===== src/hdl/assert_macros.svh =====
// Assertion macros used by the sequencer top level
`ifndef ASSERT_MACROS_SVH
`define ASSERT_MACROS_SVH

// Property check on clk_i, off while rst_ni is low
`define SHMSC_ASSERT(label, prop, msg) \
  label: assert property (@(posedge clk_i) disable iff (!rst_ni) (prop)) else $error(msg);

// Condition that must never be seen
`define SHMSC_NEVER(label, expr, msg) \
  `SHMSC_ASSERT(label, !(expr), msg)

`endif


===== src/hdl/shmsc_pkg.sv =====
// Package: shared types and constants of the stepper homing sequencer
`default_nettype none

package shmsc_pkg;

  typedef enum logic [2:0] {
    OP_TICK   = 3'd0,
    OP_PUSH   = 3'd1,
    OP_PULL   = 3'd2,
    OP_FILL   = 3'd3,
    OP_REHOME = 3'd4
  } op_e;

  typedef enum logic [1:0] {
    ST_OK      = 2'd0,
    ST_TIMEOUT = 2'd1,
    ST_REJECT  = 2'd2
  } status_e;

  typedef enum logic [1:0] {
    CFG_STEPS_PER_VOLUME = 2'd0,
    CFG_MAX_POSITION     = 2'd1,
    CFG_PUSH_TIMEOUT     = 2'd2,
    CFG_PULL_TIMEOUT     = 2'd3
  } cfg_idx_e;

  localparam int unsigned CfgIdxW  = 2;
  localparam int unsigned CfgDataW = 32;

  localparam logic [15:0] RstStepsPerVolume = 16'd350;
  localparam logic [30:0] RstMaxPosition    = 31'd65000;
  localparam logic [31:0] RstPushTimeout    = 32'd240000;
  localparam logic [31:0] RstPullTimeout    = 32'd180000;

  typedef struct packed {
    logic [15:0] steps_per_volume;
    logic [30:0] max_position;
    logic [31:0] push_phase_timeout;
    logic [31:0] pull_phase_timeout;
  } cfg_t;

  typedef struct packed {
    logic               step_pulse;
    logic               direction_push;
    logic               driver_enabled;
    logic               busy_res;
    logic               job_done;
    status_e            status_code;
    logic signed [31:0] position_out;
  } result_t;

endpackage

`default_nettype wire


===== src/hdl/stepper_homing_motion_sequencer_core.sv =====
// Top level: stepper homing sequencer with input word register and result register
// Usage:
//   Input channel (in_valid_i / in_stall_o) carries one word per command or step
//   slot: operation_i (0 tick, 1 push, 2 pull, 3 fill, 4 rehome; 5..7 act as tick),
//   amount_ml_i for push and pull, home_active_i sampled on ticks.
//   Output channel (out_valid_o / out_stall_i) returns exactly one result word
//   per input word, in order: step pulse, direction, driver enable, busy, done,
//   status and the position after that word.
//   Path: an accepted word goes from the input register to the result register
//   (two register stages), through a combinational job update. Throughput: one
//   word per cycle while the result register is empty or being taken.
//   Stall: while the result register holds an untaken word the input register
//   still fills; once both are full in_stall_o follows out_stall_i.
//   Configuration: cfg_we_i writes cfg_data_i into register cfg_index_i
//   (0 steps/ml, 1 max position, 2 push timeout, 3 pull timeout); write only
//   while the block is idle.
//   Reset (rst_ni low, async): both stages empty, position 0, no job, and the
//   configuration back to its defaults.
`default_nettype none

module stepper_homing_motion_sequencer_core import shmsc_pkg::*; (
  input  wire logic                clk_i,
  input  wire logic                rst_ni,
  // configuration write port
  input  wire logic                cfg_we_i,
  input  wire logic [CfgIdxW-1:0]  cfg_index_i,
  input  wire logic [CfgDataW-1:0] cfg_data_i,
  // input words
  input  wire logic                in_valid_i,
  output      logic                in_stall_o,
  input  wire logic [2:0]          operation_i,
  input  wire logic [15:0]         amount_ml_i,
  input  wire logic                home_active_i,
  // result words
  output      logic                out_valid_o,
  input  wire logic                out_stall_i,
  output      logic                step_pulse_o,
  output      logic                direction_push_o,
  output      logic                driver_enabled_o,
  output      logic                busy_res_o,
  output      logic                job_done_o,
  output      logic [1:0]          status_code_o,
  output      logic signed [31:0]  position_out_o
);

`include "assert_macros.svh"

  cfg_t    cfg;
  result_t res;

  // input word register
  logic        in_valid_q;
  logic [2:0]  op_q;
  logic [15:0] amt_q;
  logic        home_q;

  // result register
  logic        out_valid_q;
  result_t     out_q;

  logic        adv;    // held word moves into the result register
  logic        in_acc;

  assign adv        = in_valid_q && (!out_valid_q || !out_stall_i);
  assign in_stall_o = in_valid_q && !adv;
  assign in_acc     = in_valid_i && !in_stall_o;

  shmsc_cfg_regs u_cfg (
    .clk_i       (clk_i),
    .rst_ni      (rst_ni),
    .cfg_we_i    (cfg_we_i),
    .cfg_index_i (cfg_index_i),
    .cfg_data_i  (cfg_data_i),
    .cfg_o       (cfg)
  );

  // job state only moves when the word commits
  shmsc_engine u_engine (
    .clk_i         (clk_i),
    .rst_ni        (rst_ni),
    .adv_i         (adv),
    .operation_i   (op_q),
    .amount_ml_i   (amt_q),
    .home_active_i (home_q),
    .cfg_i         (cfg),
    .res_o         (res)
  );

  always_ff @(posedge clk_i or negedge rst_ni) begin
    if (!rst_ni) begin
      in_valid_q  <= 1'b0;
      out_valid_q <= 1'b0;
    end else begin
      if (in_acc) begin
        in_valid_q <= 1'b1;
      end else if (adv) begin
        in_valid_q <= 1'b0;
      end
      if (adv) begin
        out_valid_q <= 1'b1;
      end else if (!out_stall_i) begin
        out_valid_q <= 1'b0;
      end
    end
  end

  // payload registers, no reset
  always_ff @(posedge clk_i) begin
    if (in_acc) begin
      op_q   <= operation_i;
      amt_q  <= amount_ml_i;
      home_q <= home_active_i;
    end
    if (adv) begin
      out_q <= res;
    end
  end

  assign out_valid_o      = out_valid_q;
  assign step_pulse_o     = out_q.step_pulse;
  assign direction_push_o = out_q.direction_push;
  assign driver_enabled_o = out_q.driver_enabled;
  assign busy_res_o       = out_q.busy_res;
  assign job_done_o       = out_q.job_done;
  assign status_code_o    = out_q.status_code;
  assign position_out_o   = out_q.position_out;

  `SHMSC_NEVER(a_done_not_busy, out_valid_q && out_q.job_done && out_q.busy_res, "done word still busy")
  `SHMSC_ASSERT(a_reject_shape, (out_valid_q && out_q.status_code == ST_REJECT) |-> (out_q.busy_res && out_q.driver_enabled && !out_q.step_pulse && !out_q.job_done), "bad rejected word")
  `SHMSC_NEVER(a_step_needs_enable, out_valid_q && out_q.step_pulse && !out_q.driver_enabled, "step without driver enable")
  `SHMSC_ASSERT(a_held_word_kept, (in_valid_q && !adv) |=> in_valid_q, "held input word lost")

endmodule

`default_nettype wire


===== src/hdl/shmsc_cfg_regs.sv =====
// Configuration register file of the stepper homing sequencer
`default_nettype none

module shmsc_cfg_regs import shmsc_pkg::*; (
  input  wire logic                clk_i,
  input  wire logic                rst_ni,
  input  wire logic                cfg_we_i,
  input  wire logic [CfgIdxW-1:0]  cfg_index_i,
  input  wire logic [CfgDataW-1:0] cfg_data_i,
  output cfg_t                     cfg_o
);

  cfg_t cfg_q;

  always_ff @(posedge clk_i or negedge rst_ni) begin
    if (!rst_ni) begin
      cfg_q.steps_per_volume   <= RstStepsPerVolume;
      cfg_q.max_position       <= RstMaxPosition;
      cfg_q.push_phase_timeout <= RstPushTimeout;
      cfg_q.pull_phase_timeout <= RstPullTimeout;
    end else if (cfg_we_i) begin
      case (cfg_idx_e'(cfg_index_i))
        CFG_STEPS_PER_VOLUME: cfg_q.steps_per_volume   <= cfg_data_i[15:0];
        CFG_MAX_POSITION:     cfg_q.max_position       <= cfg_data_i[30:0];
        CFG_PUSH_TIMEOUT:     cfg_q.push_phase_timeout <= cfg_data_i;
        CFG_PULL_TIMEOUT:     cfg_q.pull_phase_timeout <= cfg_data_i;
        default: ;
      endcase
    end
  end

  assign cfg_o = cfg_q;

endmodule

`default_nettype wire


===== src/hdl/shmsc_engine.sv =====
// Job state machine: position, step count, phase timer and per-word result
`default_nettype none

module shmsc_engine import shmsc_pkg::*; (
  input  wire logic        clk_i,
  input  wire logic        rst_ni,
  input  wire logic        adv_i,      // commit the held word this cycle
  input  wire logic [2:0]  operation_i,
  input  wire logic [15:0] amount_ml_i,
  input  wire logic        home_active_i,
  input  cfg_t             cfg_i,
  output result_t          res_o
);

  typedef enum logic [2:0] {
    MODE_IDLE     = 3'd0,
    MODE_PUSH     = 3'd1,
    MODE_PULL     = 3'd2,
    MODE_FILL     = 3'd3,
    MODE_RH_START = 3'd4,
    MODE_RH_PUSH  = 3'd5,
    MODE_RH_PULL  = 3'd6
  } mode_e;

  localparam logic signed [31:0] PosMin = 32'sh8000_0000;

  mode_e              mode_q, mode_d;
  logic signed [31:0] pos_q, pos_d;
  logic [31:0]        rem_q, rem_d;
  logic [31:0]        elapsed_q, elapsed_d;

  always_comb begin
    logic        is_cmd;
    logic        home;
    logic        fin;
    status_e     fin_code;
    logic [31:0] rem_dec;
    logic [31:0] cnt_base;
    logic [31:0] cnt_inc;
    logic [31:0] cnt_limit;
    logic        cnt_en;
    logic        at_limit;

    is_cmd    = (operation_i == OP_PUSH) || (operation_i == OP_PULL) ||
                (operation_i == OP_FILL) || (operation_i == OP_REHOME);
    home      = home_active_i;
    fin       = 1'b0;
    fin_code  = ST_OK;
    cnt_en    = 1'b0;
    cnt_base  = elapsed_q;
    cnt_limit = cfg_i.push_phase_timeout;
    rem_dec   = (rem_q != 32'd0) ? rem_q - 32'd1 : 32'd0;
    at_limit  = pos_q >= $signed({1'b0, cfg_i.max_position});

    mode_d    = mode_q;
    pos_d     = pos_q;
    rem_d     = rem_q;
    elapsed_d = elapsed_q;

    res_o.step_pulse     = 1'b0;
    res_o.direction_push = 1'b0;
    res_o.driver_enabled = 1'b0;
    res_o.job_done       = 1'b0;
    res_o.status_code    = ST_OK;

    if (is_cmd) begin
      res_o.driver_enabled = 1'b1;
      if (mode_q != MODE_IDLE) begin
        res_o.status_code    = ST_REJECT;
        res_o.direction_push = (mode_q == MODE_PUSH) || (mode_q == MODE_RH_PUSH);
      end else begin
        case (op_e'(operation_i))
          OP_PUSH, OP_PULL: begin
            rem_d  = {16'd0, amount_ml_i} * {16'd0, cfg_i.steps_per_volume};
            mode_d = (operation_i == OP_PUSH) ? MODE_PUSH : MODE_PULL;
            res_o.direction_push = (operation_i == OP_PUSH);
            // product is zero exactly when either factor is
            fin = (amount_ml_i == 16'd0) || (cfg_i.steps_per_volume == 16'd0);
          end
          OP_FILL: mode_d = MODE_FILL;
          default: begin
            mode_d               = MODE_RH_START;
            elapsed_d            = 32'd0;
            res_o.direction_push = 1'b1;
          end
        endcase
      end
    end else if (mode_q != MODE_IDLE) begin
      res_o.driver_enabled = 1'b1;
      case (mode_q)
        MODE_PUSH: begin
          res_o.direction_push = 1'b1;
          if (home) begin
            pos_d = '0;
            fin   = 1'b1;
          end else begin
            res_o.step_pulse = 1'b1;
            if (pos_q != PosMin) pos_d = pos_q - 32'sd1;
            rem_d = rem_dec;
            fin   = (rem_dec == 32'd0);
          end
        end
        MODE_PULL, MODE_FILL: begin
          if (at_limit) begin
            pos_d = $signed({1'b0, cfg_i.max_position});
            fin   = 1'b1;
          end else begin
            res_o.step_pulse = 1'b1;
            pos_d = pos_q + 32'sd1;
            if (mode_q == MODE_PULL) begin
              rem_d = rem_dec;
              fin   = (rem_dec == 32'd0);
            end
          end
        end
        MODE_RH_START: begin
          res_o.step_pulse = home;
          cnt_en           = home;
          if (home) begin
            // already home: this slot is the first pull-phase slot
            mode_d    = MODE_RH_PULL;
            cnt_base  = 32'd0;
            cnt_limit = cfg_i.pull_phase_timeout;
            cnt_en    = 1'b1;
          end else begin
            mode_d               = MODE_RH_PUSH;
            res_o.direction_push = 1'b1;
            res_o.step_pulse     = 1'b1;
            cnt_en               = 1'b1;
          end
        end
        MODE_RH_PUSH: begin
          res_o.direction_push = 1'b1;
          res_o.step_pulse     = 1'b1;
          if (home) begin
            elapsed_d = 32'd0;
            mode_d    = MODE_RH_PULL;
          end else begin
            cnt_en = 1'b1;
          end
        end
        MODE_RH_PULL: begin
          if (home) begin
            res_o.step_pulse = 1'b1;
            cnt_limit        = cfg_i.pull_phase_timeout;
            cnt_en           = 1'b1;
          end else begin
            pos_d = '0;
            fin   = 1'b1;
          end
        end
        default: mode_d = MODE_IDLE;
      endcase
    end

    // saturating phase timer and timeout check
    cnt_inc = (cnt_base != 32'hFFFF_FFFF) ? cnt_base + 32'd1 : cnt_base;
    if (cnt_en) begin
      elapsed_d = cnt_inc;
      if (cnt_inc >= cnt_limit) begin
        fin      = 1'b1;
        fin_code = ST_TIMEOUT;
      end
    end

    if (fin) begin
      mode_d            = MODE_IDLE;
      rem_d             = 32'd0;
      elapsed_d         = 32'd0;
      res_o.job_done    = 1'b1;
      res_o.status_code = fin_code;
    end

    res_o.busy_res     = (mode_d != MODE_IDLE);
    res_o.position_out = pos_d;
  end

  always_ff @(posedge clk_i or negedge rst_ni) begin
    if (!rst_ni) begin
      mode_q    <= MODE_IDLE;
      pos_q     <= '0;
      rem_q     <= '0;
      elapsed_q <= '0;
    end else if (adv_i) begin
      mode_q    <= mode_d;
      pos_q     <= pos_d;
      rem_q     <= rem_d;
      elapsed_q <= elapsed_d;
    end
  end

endmodule

`default_nettype wire


===== config.mk =====
export PLATFORM = sky130hd
export DESIGN_NAME = stepper_homing_motion_sequencer_core
export DESIGN_NICKNAME = d
export VERILOG_FILES = /design/src/hdl/shmsc_pkg.sv /design/src/hdl/stepper_homing_motion_sequencer_core.sv /design/src/hdl/shmsc_cfg_regs.sv /design/src/hdl/shmsc_engine.sv
export VERILOG_INCLUDE_DIRS = /design/src /design/src/hdl
export SDC_FILE = /design/constraint.sdc
export NUM_CORES = 1
export LEC_CHECK = 0
export BUFFER_PORTS_ARGS = -buffer_cell sky130_fd_sc_hd__buf_4
export CAP_MARGIN = 20
export CORE_ASPECT_RATIO = 0.6
export CORE_UTILIZATION = 30
export CTS_CLUSTER_DIAMETER = 30
export CTS_CLUSTER_SIZE = 30
export DETAILED_ROUTE_END_ITERATION = 8
export GPL_TIMING_DRIVEN = 0
export SKIP_LAST_GASP = 1
export SLEW_MARGIN = 40
export SYNTH_ARGS = -nofsm -noshare
export SYNTH_HDL_FRONTEND = slang
export SYNTH_SLANG_ARGS = --single-unit

===== constraint.sdc =====
create_clock -name clk_i -period 20 [get_ports clk_i]
set_clock_uncertainty 0.2 [all_clocks]
set_input_delay 3 -clock clk_i [delete_from_list [all_inputs] [get_ports clk_i]]
set_output_delay 3 -clock clk_i [all_outputs]
set_load 0.02 [all_outputs]

* Yosys cells after proc, flatten, opt, wreduce, memory -nomap -nowiden
Cells that the tools add are included.
** Word-level totals
- Register bits :: 271
- Logic and storage cells :: 163
** Cells by class
- Add/sub/neg operators :: 4
- Multipliers :: 1
- Magnitude comparators :: 2
- Equal/unequal tests :: 22
- Muxes and demuxes :: 74
- Bitwise operators :: 1
- Reduce and logical (&&, ||, !) cells :: 39
** Operators by type and width (number)
- 32-bit 2-to-1 mux :: 31
- 32-bit one-hot mux with 3 select lines :: 1
- 32-bit greater-or-equal comparator :: 2
- 32-bit inequality test, second input constant :: 2
- 32-bit one-hot mux with 2 select lines :: 1
- 32-bit by 1-bit adder with 32-bit output, second input constant :: 1
- 32-bit by 2-bit adder with 32-bit output, second input constant :: 1
- 16-bit zero test :: 2
- 32-bit zero test :: 1
- 16-bit by 16-bit multiplier with 32-bit output :: 1
- 32-bit nonzero test :: 1
- 32-bit by 1-bit subtractor with 32-bit output, second input constant :: 1
- 32-bit by 2-bit subtractor with 32-bit output, second input constant :: 1
- 1-bit 2-to-1 mux :: 21
- 3-bit 2-to-1 mux :: 6
- 2-bit 2-to-1 mux :: 7
- 3-bit by 2-bit == test with 1-bit output, second input constant :: 4
- 3-bit == test, second input constant :: 4
- 3-bit nonzero test :: 4
- 4-bit nonzero test :: 3
- 2-bit OR reduction :: 5
- 3-bit one-hot mux with 3 select lines :: 1
- 4-bit by 1-bit inequality test with 1-bit output, second input constant :: 2
- 4-bit by 3-bit inequality test with 1-bit output, second input constant :: 2
- other kinds (21) :: 38

* Depth between registers and ports, before layout
Gate-level depths: netlist of the first run.
- Word-level depth :: 12
- Mapped depth :: 26
- Depth with buffers taken out :: 23

* Modules after synthesis
A second synthesis of the first run with hierarchy kept.
** Second synthesis, totals
- Cells, all modules :: 2623
- Area, all modules :: 24581.1 µm²
** By module, submodules not included
- shmsc_engine :: times used 1, cells each 2320, area an instance 18556.5 µm², sequential area each 2477.4 µm²
- shmsc_cfg_regs :: times used 1, cells each 236, area an instance 4160.2 µm², sequential area each 2819.0 µm²
- stepper_homing_motion_sequencer_core :: times used 1, cells each 67, area an instance 1864.3 µm², sequential area each 1821.7 µm²

* Worst setup path before layout of the first run
No wires, ideal clock.
- Path type :: register to register
- From :: reg u_cfg.cfg_q, in the netlist u_cfg.cfg_o[103]
- To :: reg u_engine.rem_q[26]
- Library setup time :: 0.129 ns
- Arrival time :: 6.182 ns
- Required time :: 19.671 ns
- Setup slack :: 13.489 ns
- Cell stages (with the launch flop) :: 25
- Path through :: dfstp_2 > clkbuf_1 > clkbuf_1 > nand2_1 > fa_1 > inv_1 > fa_1 > inv_1 > fa_1 > inv_1 > fa_1 > fa_1 > inv_1 > fa_1 > inv_1 > ha_1 > and3_1 > a221oi_1 > o21ai_0 > a21oi_1 > o21ai_0 > a311oi_1 > xnor2_1 > a21boi_0 > o22ai_1
** On the way
- Longest elaborated chain between the ends :: 9
- Elaborated cells between the ends (all ways) :: 20
- Classes of those cells :: 1 x mul; 4 x eq/ne; 9 x mux; 6 x reduce/logical
** Ends and longest elaborated chain
- start, declared :: RTL line shmsc_cfg_regs.sv:13 : cfg_t cfg_q;
- branches (longest 9 deep; another with 16-bit by 16-bit multiplier with 32-bit output)
- end signal, assigned :: RTL line shmsc_engine.sv:187 : rem_q <= rem_d;
- end, declared :: RTL line shmsc_engine.sv:29 : logic [31:0] rem_q, rem_d;
Parallel ways; which one is timed is not known. The select of a mux whose other input is x is not followed.
A chain may end at the register's enable or synchronous reset.

* Worst setup path in the final report of the first run
- From :: reg u_cfg.cfg_q, in the netlist u_cfg.cfg_o[103]
- To :: reg u_engine.rem_q[24]
Same word-level chain as after synthesis.

==> summary by stage, run 1 <==
Cells and area
Summing all flip-flop and latch instances after layout gives ~0.007 mm^2. Of the cells placed in the final design, the portion with a size suffix greater than 1 is 0.147. The filler cells instantiated in the layout total about 8400. The net count of the finished layout is around 3300. The post-synthesis to final-layout area growth is 18.8%. In the final layout, the multi-input gates occupy about 0.016 mm^2.

Global routing
The via count of the first global-routing pass is roughly 20000. The number of antenna violations at the first check in global routing came to 0. The final global-route overflow total is 0. Entering global routing, the biggest net connects roughly 70 pins. The combined global-route utilization of all metal layers is 0.208. The first global-routing pass estimated ~130 mm of wire.

Flow run
The number of max-capacitance violations reported is 0.

Yosys
Of the post-synthesis cell area, the dominant cell type holds 0.178. The mean area per synthesized cell is ~9.3 um^2. The register bit total from synthesis is 271.

The count of distinct cell types in the synthesized netlist is between 90 and 100. The sequential area share after synthesis is 0.282. Synthesis produced a netlist with a net count of 3145. Of all cell types, the one taking the most synthesized area is sky130_fd_sc_hd__dfrtp_1. The synthesized cell area is between 0.02 and 0.03 mm^2. By area the synthesized netlist is led by sky130_fd_sc_hd__dfrtp_1 18%, sky130_fd_sc_hd__fa_1 15%, sky130_fd_sc_hd__ha_1 8.6%.

The cell count after synthesis is 2719. The number of enable-type register cells in the synthesized netlist is 59. Among all flip-flop cells after synthesis, the most frequent one is sky130_fd_sc_hd__dfrtp_1.

The synthesis warning total is 0. The fraction of synthesis flops using an asynchronous set or reset pin is 0.782.

STA
The share of the clock period used by the worst path after layout is 0.401. The maximum achievable frequency is 125 MHz. The setup TNS is 0 ns.

Setup repair after global routing left no endpoint under its margin. The clock period could shrink to around 8.0 ns. The setup-violating endpoint count in the final report is 0.

At the pin with the least slew margin, the transition time is roughly 0.90 ns. The final-report hold violation count was 0. The final max-slew violation count was 0. Measured against its own limit, the worst slew margin works out to 0.399.

Worst setup path
The count of buffering cells on the critical path with inverters included is 5. Counting stages on the worst path, the most repeated cell is sky130_fd_sc_hd__fa_1. The cell with the biggest individual delay on the critical path is sky130_fd_sc_hd__fa_1. For the worst setup path, the data arrival time is slightly above 8 ns. In this design, the largest share of critical-path delay is due to adder cells. The setup path with the least slack is of type flip-flop to flip-flop. In this run the worst path has a maximum fanout of 10. The element type at the critical path start is a flip-flop. At the worst endpoint, the required time is a little over 20 ns. The delay of the slowest cell on the worst path is approximately 0.55 ns. The worst setup path is captured at a flip-flop.

The signal on the critical path passes through clkbuf_1 > clkbuf_1 > nand2_1 > fa_1 > fa_1 > inv_1 > fa_1 > fa_1 > fa_1 > inv_1 > fa_1 > inv_1 > ha_1 > and3_1 > a221oi_1 > o21ai_0 > a21oi_1 > o21ai_0 > a21oi_1 > mux2i_1 > o211ai_1 > o221ai_1.

Die
The core region is between 0.08 and 0.09 mm^2. The floorplan step set the die width to between 300 and 400 um. During I/O placement, the number of pins put on the boundary was 100. The overall die area is about 0.085 mm^2.

The floorplan step set the die height to 227 um. The starting density of the core is 0.306. The cell row count is 81.

Routing
Dividing the detail-routed via count by the number of cells gives ~5.3. The initial DRC count is 2187. After detailed routing, the average wire length per cell comes to approximately 22 um. The aggregate routed wire length is between 80 and 90 mm.

After detailed routing, the number of remaining DRC violations is 0. The overall via count from detail_route is 21800. Once detail routing completed, the nets flagged for antenna violations numbered 0. The first detailed-routing pass ran for 6 iterations.

Placed design
Once detailed placement completed, the half-perimeter wirelength came to roughly 70 mm. Input and output buffers added on the ports amount to 99. The routability-driven placement congestion ratio is roughly 1.

Clock network
CTS saw roughly 270 sinks. No sink is reached through more buffers than the 3 on the longest clock path. The number of gates resized after cts is 0. The clock insertion delay at the later pin of the skew report is 0.62 ns. The clock root buffer master is sky130_fd_sc_hd__clkbuf_16. The number of setup buffers added after CTS is 0. The number of H-tree levels is 3.

Clock-pin slew was measured on the worst setup and hold paths at 0.04 ns. TritonCTS built the clock tree. The TritonCTS buffer count is slightly below 70.

The hold buffer count at CTS is 0.

Worst hold path
The worst min-delay path class is flip-flop to flip-flop.

Outcome
The flow ran to the end, and the final reports show no timing, DRC or antenna violations.
flip-flops by register name (all words and copies together) (netlist names), 2 cells and up:
signal              flops
op_q                    3
amt_q                  16
position_out_o         32
u_engine.elapsed_q     32
status_code_o           2
u_engine.pos_q         32
u_engine.rem_q         32
u_cfg.cfg_o           111
u_engine.mode_q         3
worst paths after layout:
kind                                  startpoint            endpoint  slack [ns]  cells after the start
worst max-delay path            u_cfg.cfg_o[103]  u_engine.rem_q[24]       11.99                     22
worst min register to register   u_cfg.cfg_o[23]     u_cfg.cfg_o[23]        0.30                      1
worst max register to register  u_cfg.cfg_o[103]  u_engine.rem_q[24]       11.99                     22
max in group asynchronous                 rst_ni     u_cfg.cfg_o[67]       16.15                      4
min in group asynchronous                 rst_ni          in_valid_q        2.08                      1
worst min-delay path             u_cfg.cfg_o[23]     u_cfg.cfg_o[23]        0.30                      1
stage by stage:
| step | utilization | hold WS, ns | instances | setup WS (ns) | area [um^2] |
|---|---|---|---|---|---|
| final | 0.364 | 0.298 | 4073 | 11.99 | 30000 |
| after global routing | 0.364 | 0.310 | 4072 | 11.59 | 30000 |
| after CTS | 0.364 | 0.297 | 4071 | 12.12 | 29900 |
| after detailed placement | 0.334 | 0.291 | 3944 | 12.14 | 27500 |
| after global placement | 0.333 | 0.281 | 3938 | 12.10 | 27400 |
| after floorplan | - | 0.257 | 2719 | 13.49 | 25200 |
final cells by class:
type                       count  share of cell area
clock inverter                44              0.0195
timing repair buffer         106              0.0291
multi-input combinational   2003               0.548
sequential                   271               0.237
antenna                        1           0.0000835
tap                         1120              0.0468
clock buffer                  83              0.0610
inverter                     301              0.0377
buffer                       144              0.0200
synthesized netlist by cell type (all sizes together) (29+ instances only):
cell type  number
buf            31
a211oi         35
a21oi         105
nor3           55
nand4          51
fa            194
clkbuf        113
nor4           33
edfxtp         59
o21ai         119
mux2          116
xnor2          36
mux2i          46
nand3          64
nor2          120
nand2         318
a22o           31
and3           29
dfstp          33
ha            173
dfrtp         179
and2          134
inv           301
layout by cell type (no fill, tap or decap), drive strengths merged, types with 59 or more instances in the layout:
cell type / netlist / layout
nand2: 318 / 318
inv: 301 / 306
clkbuf: 113 / 198
fa: 194 / 194
dfrtp: 179 / 179
ha: 173 / 173
buf: 31 / 135
and2: 134 / 134
nor2: 120 / 120
o21ai: 119 / 119
mux2: 116 / 116
a21oi: 105 / 105
nand3: 64 / 64
edfxtp: 59 / 59
cell families after synthesis:
group                    share of synthesized area
AO/OA/AOI/OAI                                0.135
XOR/XNOR                                    0.0201
adder cells (fa/ha/maj)                      0.240
buffers and inverters                       0.0681
flip-flops                                   0.282
multiplexers                                0.0700
AND/OR/NAND/NOR                              0.185
per-layer routing:
| metal | track usage | vias to the layer above | wire length [um] |
|---|---|---|---|
| li1 | - | 9866 | - |
| met1 | 0.321 | 10700 | 43500 |
| met2 | 0.252 | 1073 | 31800 |
| met3 | 0.0934 | 110 | 11600 |
| met4 | 0.0438 | 0 | 1480 |
| met5 | 0 | - | 0 |
Power of run 1 is not shown: default switching activity piles up to over one toggle a cycle in this logic, so the estimate is an artifact.
==> run 2, diff against run 1 <==
==> constraint.sdc (replaced) <==
create_clock -name clk_i -period 7.2 [get_ports clk_i]
set_clock_uncertainty 0.2 [all_clocks]
set_input_delay 1.08 -clock clk_i [delete_from_list [all_inputs] [get_ports clk_i]]
set_output_delay 1.08 -clock clk_i [all_outputs]
set_load 0.02 [all_outputs]
==> summary by stage, run 2 (synthesis results as in run 1) <==
STA
The setup-violating endpoint count in the final report was 0 (unchanged). Setup repair after global routing could not meet its margin everywhere. The final-report hold violation count is 0 (unchanged). The final max-slew violation count is 0 (unchanged).

The setup TNS came to 0 ns (unchanged). The maximum achievable frequency is 142 MHz (+14%). The post-route minimum period was 7.03 ns (-0.985 ns). The transition at the pin with the smallest max-transition slack came to 0.941 ns (+0.0388 ns). The worst max-slew margin expressed relative to the limit is 0.357 (-0.0421). The share of the clock period used by the worst path after layout is 0.976 (+0.576).

Worst setup path
The reg-to-reg setup timing slack is 0.17 ns (-11.82 ns). Walking the worst path, the cells encountered are clkbuf_2 > nand2_1 > fa_1 > inv_1 > fa_1 > fa_1 > fa_1 > fa_1 > inv_1 > fa_1 > inv_1 > ha_1 > and3_1 > a221oi_2 > o21ai_0 > a21oi_2 > o21ai_1 > a311oi_2 > xnor2_1 > a21boi_0 > o22ai_1. The delay of the slowest cell on the worst path is 0.59 ns (+0.04 ns). The instance count on the critical path was 21 (-4.5%). The worst setup path is launched from a flip-flop. The reg-to-reg startpoint is u_cfg.cfg_o[105]. The worst setup path is captured at a flip-flop. The maximum fanout count along the critical path is 10 (unchanged). The worst reg2reg path depth is 21 (-4.5%). The count of buffering cells on the critical path with inverters included is 4 (-1). Among the stages of the critical path, the cell type that occurs most often is sky130_fd_sc_hd__fa_1. The worst register-to-register path ends at u_engine.rem_q[26].

The category of cells accounting for the largest share of critical-path delay is adder cells. The worst endpoint data arrival time is 7.30 ns (-0.97 ns). The data required time at the worst endpoint was 7.47 ns (-12.78 ns).

The classification of the worst setup path is flip-flop to flip-flop. The critical path starts at u_cfg.cfg_o[105]. The slowest stage of the critical path is the sky130_fd_sc_hd__dfrtp_1 cell.

Global routing
The combined global-route utilization of all metal layers is 0.207 (about the same). The number of antenna violations at the first check in global routing is 0 (unchanged). The first-pass GRT wire length came to 133 mm (about the same).

The via count of the first global-routing pass is 20500 (+0.25%). The final global-route overflow total is 0 (unchanged). The largest net degree at the start of global routing is 68 (unchanged).

Clock network
The total number of clock tree sinks was 271 (unchanged). The CTS tree is done. The clock root buffer master is sky130_fd_sc_hd__clkbuf_16.

The TritonCTS buffer count is 69 (unchanged). The clock insertion delay at the later pin of the skew report was 0.62 ns (about the same). The hold buffer count at CTS is 0 (unchanged). The clock slew seen by the registers of the worst setup and hold paths came to 0.04 ns (about the same). The number of buffers on the longest clock path was 3 (unchanged). The number of H-tree levels is 3 (unchanged).

Die
The core area came to 0.0823 mm^2 (unchanged). The count of boundary I/O pins is 100 (unchanged). The cell row count was 81 (unchanged). The width of the die came to 376 um (unchanged). The starting density of the core is 0.306 (unchanged). The die height came to 227 um (unchanged). The overall die area is 0.0853 mm^2 (unchanged).

Cells and area
The count of non-filler cells in the finished layout was 4079 (+0.15%). The fraction of final layout cells sized beyond drive strength 1 is 0.165 (+0.0180). The commonest non-fill, non-tap cell in the layout is sky130_fd_sc_hd__nand2_1. The post-synthesis to final-layout area growth is 19.7%. The count of fill cells added during filler insertion is 8387 (-0.083%).

The flip-flop count of the largest register, all copies and words added is 111 (unchanged). The cell area after layout came to 0.0302 mm^2 (+0.70%). The area taken by multi-input logic gates is 0.0165 mm^2 (+0.53%). The top cell types in the final layout, fill and taps aside, are 316 x sky130_fd_sc_hd__nand2_1, 300 x sky130_fd_sc_hd__inv_1, 194 x sky130_fd_sc_hd__fa_1. The number of nets in the layout is 3328 (+0.18%). The flip-flop and latch area is 0.00712 mm^2 (about the same).

Placed design
The placed cell count is 3944 (unchanged). The count of input and output buffers is 99 (unchanged). The routability-driven placement congestion ratio was 0.994 (unchanged).

The total placed instance area is 0.0275 mm^2 (unchanged). The HPWL after detailed placement was 69.8 mm (unchanged).

Outcome
The run finished with clean final reports.

Worst hold path
The worst min-delay path class is primary input to asynchronous set/reset pin.

Routing
The initial DRC count was 2240 (+2.4%). The iteration count of the initial detailed-routing pass was 5 (-1). The average wire per standard cell is 21.7 um (about the same). The aggregate routed wire length is 88.4 mm (about the same). The overall via count from detail_route is 21900 (+0.46%). The number of vias per cell is 5.36 (+0.32%). The number of remaining DRC errors is 0 (unchanged). The residual antenna-violating net count after detailed routing came to 0 (unchanged).

Flow run
The number of max-capacitance violations reported came to 0 (unchanged).
[run 2: cell types whose count changed in the layout (fill, tap and decap cells not counted), sizes merged]
cell | before | now
buf | 135 | 152
clkbuf | 198 | 187
[run 2: timing repair]
action	in CTS	in global routing
cloned	0	0
hold endpoints to repair	0	0
setup buffers	2	12
endpoints found under the setup margin	65	66
gates resized for setup	24	40
[run 2: layout make-up]
type / count / area share
multi-input cells: 2003 / 0.548
flip-flops and latches: 271 / 0.236
clock buffers: 83 / 0.0606
well taps: 1120 / 0.0464
inverters: 301 / 0.0374
repair buffers: 120 / 0.0324
plain buffers: 136 / 0.0202
clock inverters: 44 / 0.0193
diodes: 1 / 0.0000829
[run 2: how the worst max path moves through the flow]
| stage | end |
|---|---|
| after global routing | u_engine.rem_q[26] |
| after CTS | u_engine.rem_q[24] |
| final | u_engine.rem_q[26] |
| after floorplan | u_engine.rem_q[26] |
| after detailed placement | u_engine.rem_q[24] |
| after global placement | u_engine.rem_q[25] |
[run 2: per-stage QoR]
stage / setup slack (ns) / util / hold WS, ns
floorplan: 0.689 / - / 0.257
global placement: -0.702 / 0.333 / 0.281
detailed placement: -0.663 / 0.334 / 0.291
CTS: -0.0150 / 0.364 / 0.167
global route: -0.101 / 0.367 / 0.185
finish: 0.170 / 0.367 / 0.166
[run 2: worst register-to-register path, stage by stage, from the launching register on]
cell and delay, ns:
sky130_fd_sc_hd__dfrtp_1 0.59, sky130_fd_sc_hd__clkbuf_2 0.38, sky130_fd_sc_hd__nand2_1 0.14, sky130_fd_sc_hd__fa_1 0.54
sky130_fd_sc_hd__inv_1 0.06, sky130_fd_sc_hd__fa_1 0.54, sky130_fd_sc_hd__fa_1 0.43, sky130_fd_sc_hd__fa_1 0.48
sky130_fd_sc_hd__fa_1 0.49, sky130_fd_sc_hd__inv_1 0.05, sky130_fd_sc_hd__fa_1 0.52, sky130_fd_sc_hd__inv_1 0.06
sky130_fd_sc_hd__ha_1 0.35, sky130_fd_sc_hd__and3_1 0.21, sky130_fd_sc_hd__a221oi_2 0.34, sky130_fd_sc_hd__o21ai_0 0.17
sky130_fd_sc_hd__a21oi_2 0.33, sky130_fd_sc_hd__o21ai_1 0.27, sky130_fd_sc_hd__a311oi_2 0.38, sky130_fd_sc_hd__xnor2_1 0.09
sky130_fd_sc_hd__a21boi_0 0.18, sky130_fd_sc_hd__o22ai_1 0.09
[run 2: per-layer routing]
metal | wire, um | GRT usage | part of all wire | vias to the layer above
li1 | - | - | - | 9886
met4 | 1370 | 0.0443 | 0.015 | 0
met3 | 11800 | 0.0939 | 0.13 | 104
met5 | 0 | 0 | 0 | -
met2 | 32100 | 0.252 | 0.36 | 1090
met1 | 43200 | 0.320 | 0.49 | 10800
Power of run 2 is left out for the same reason.
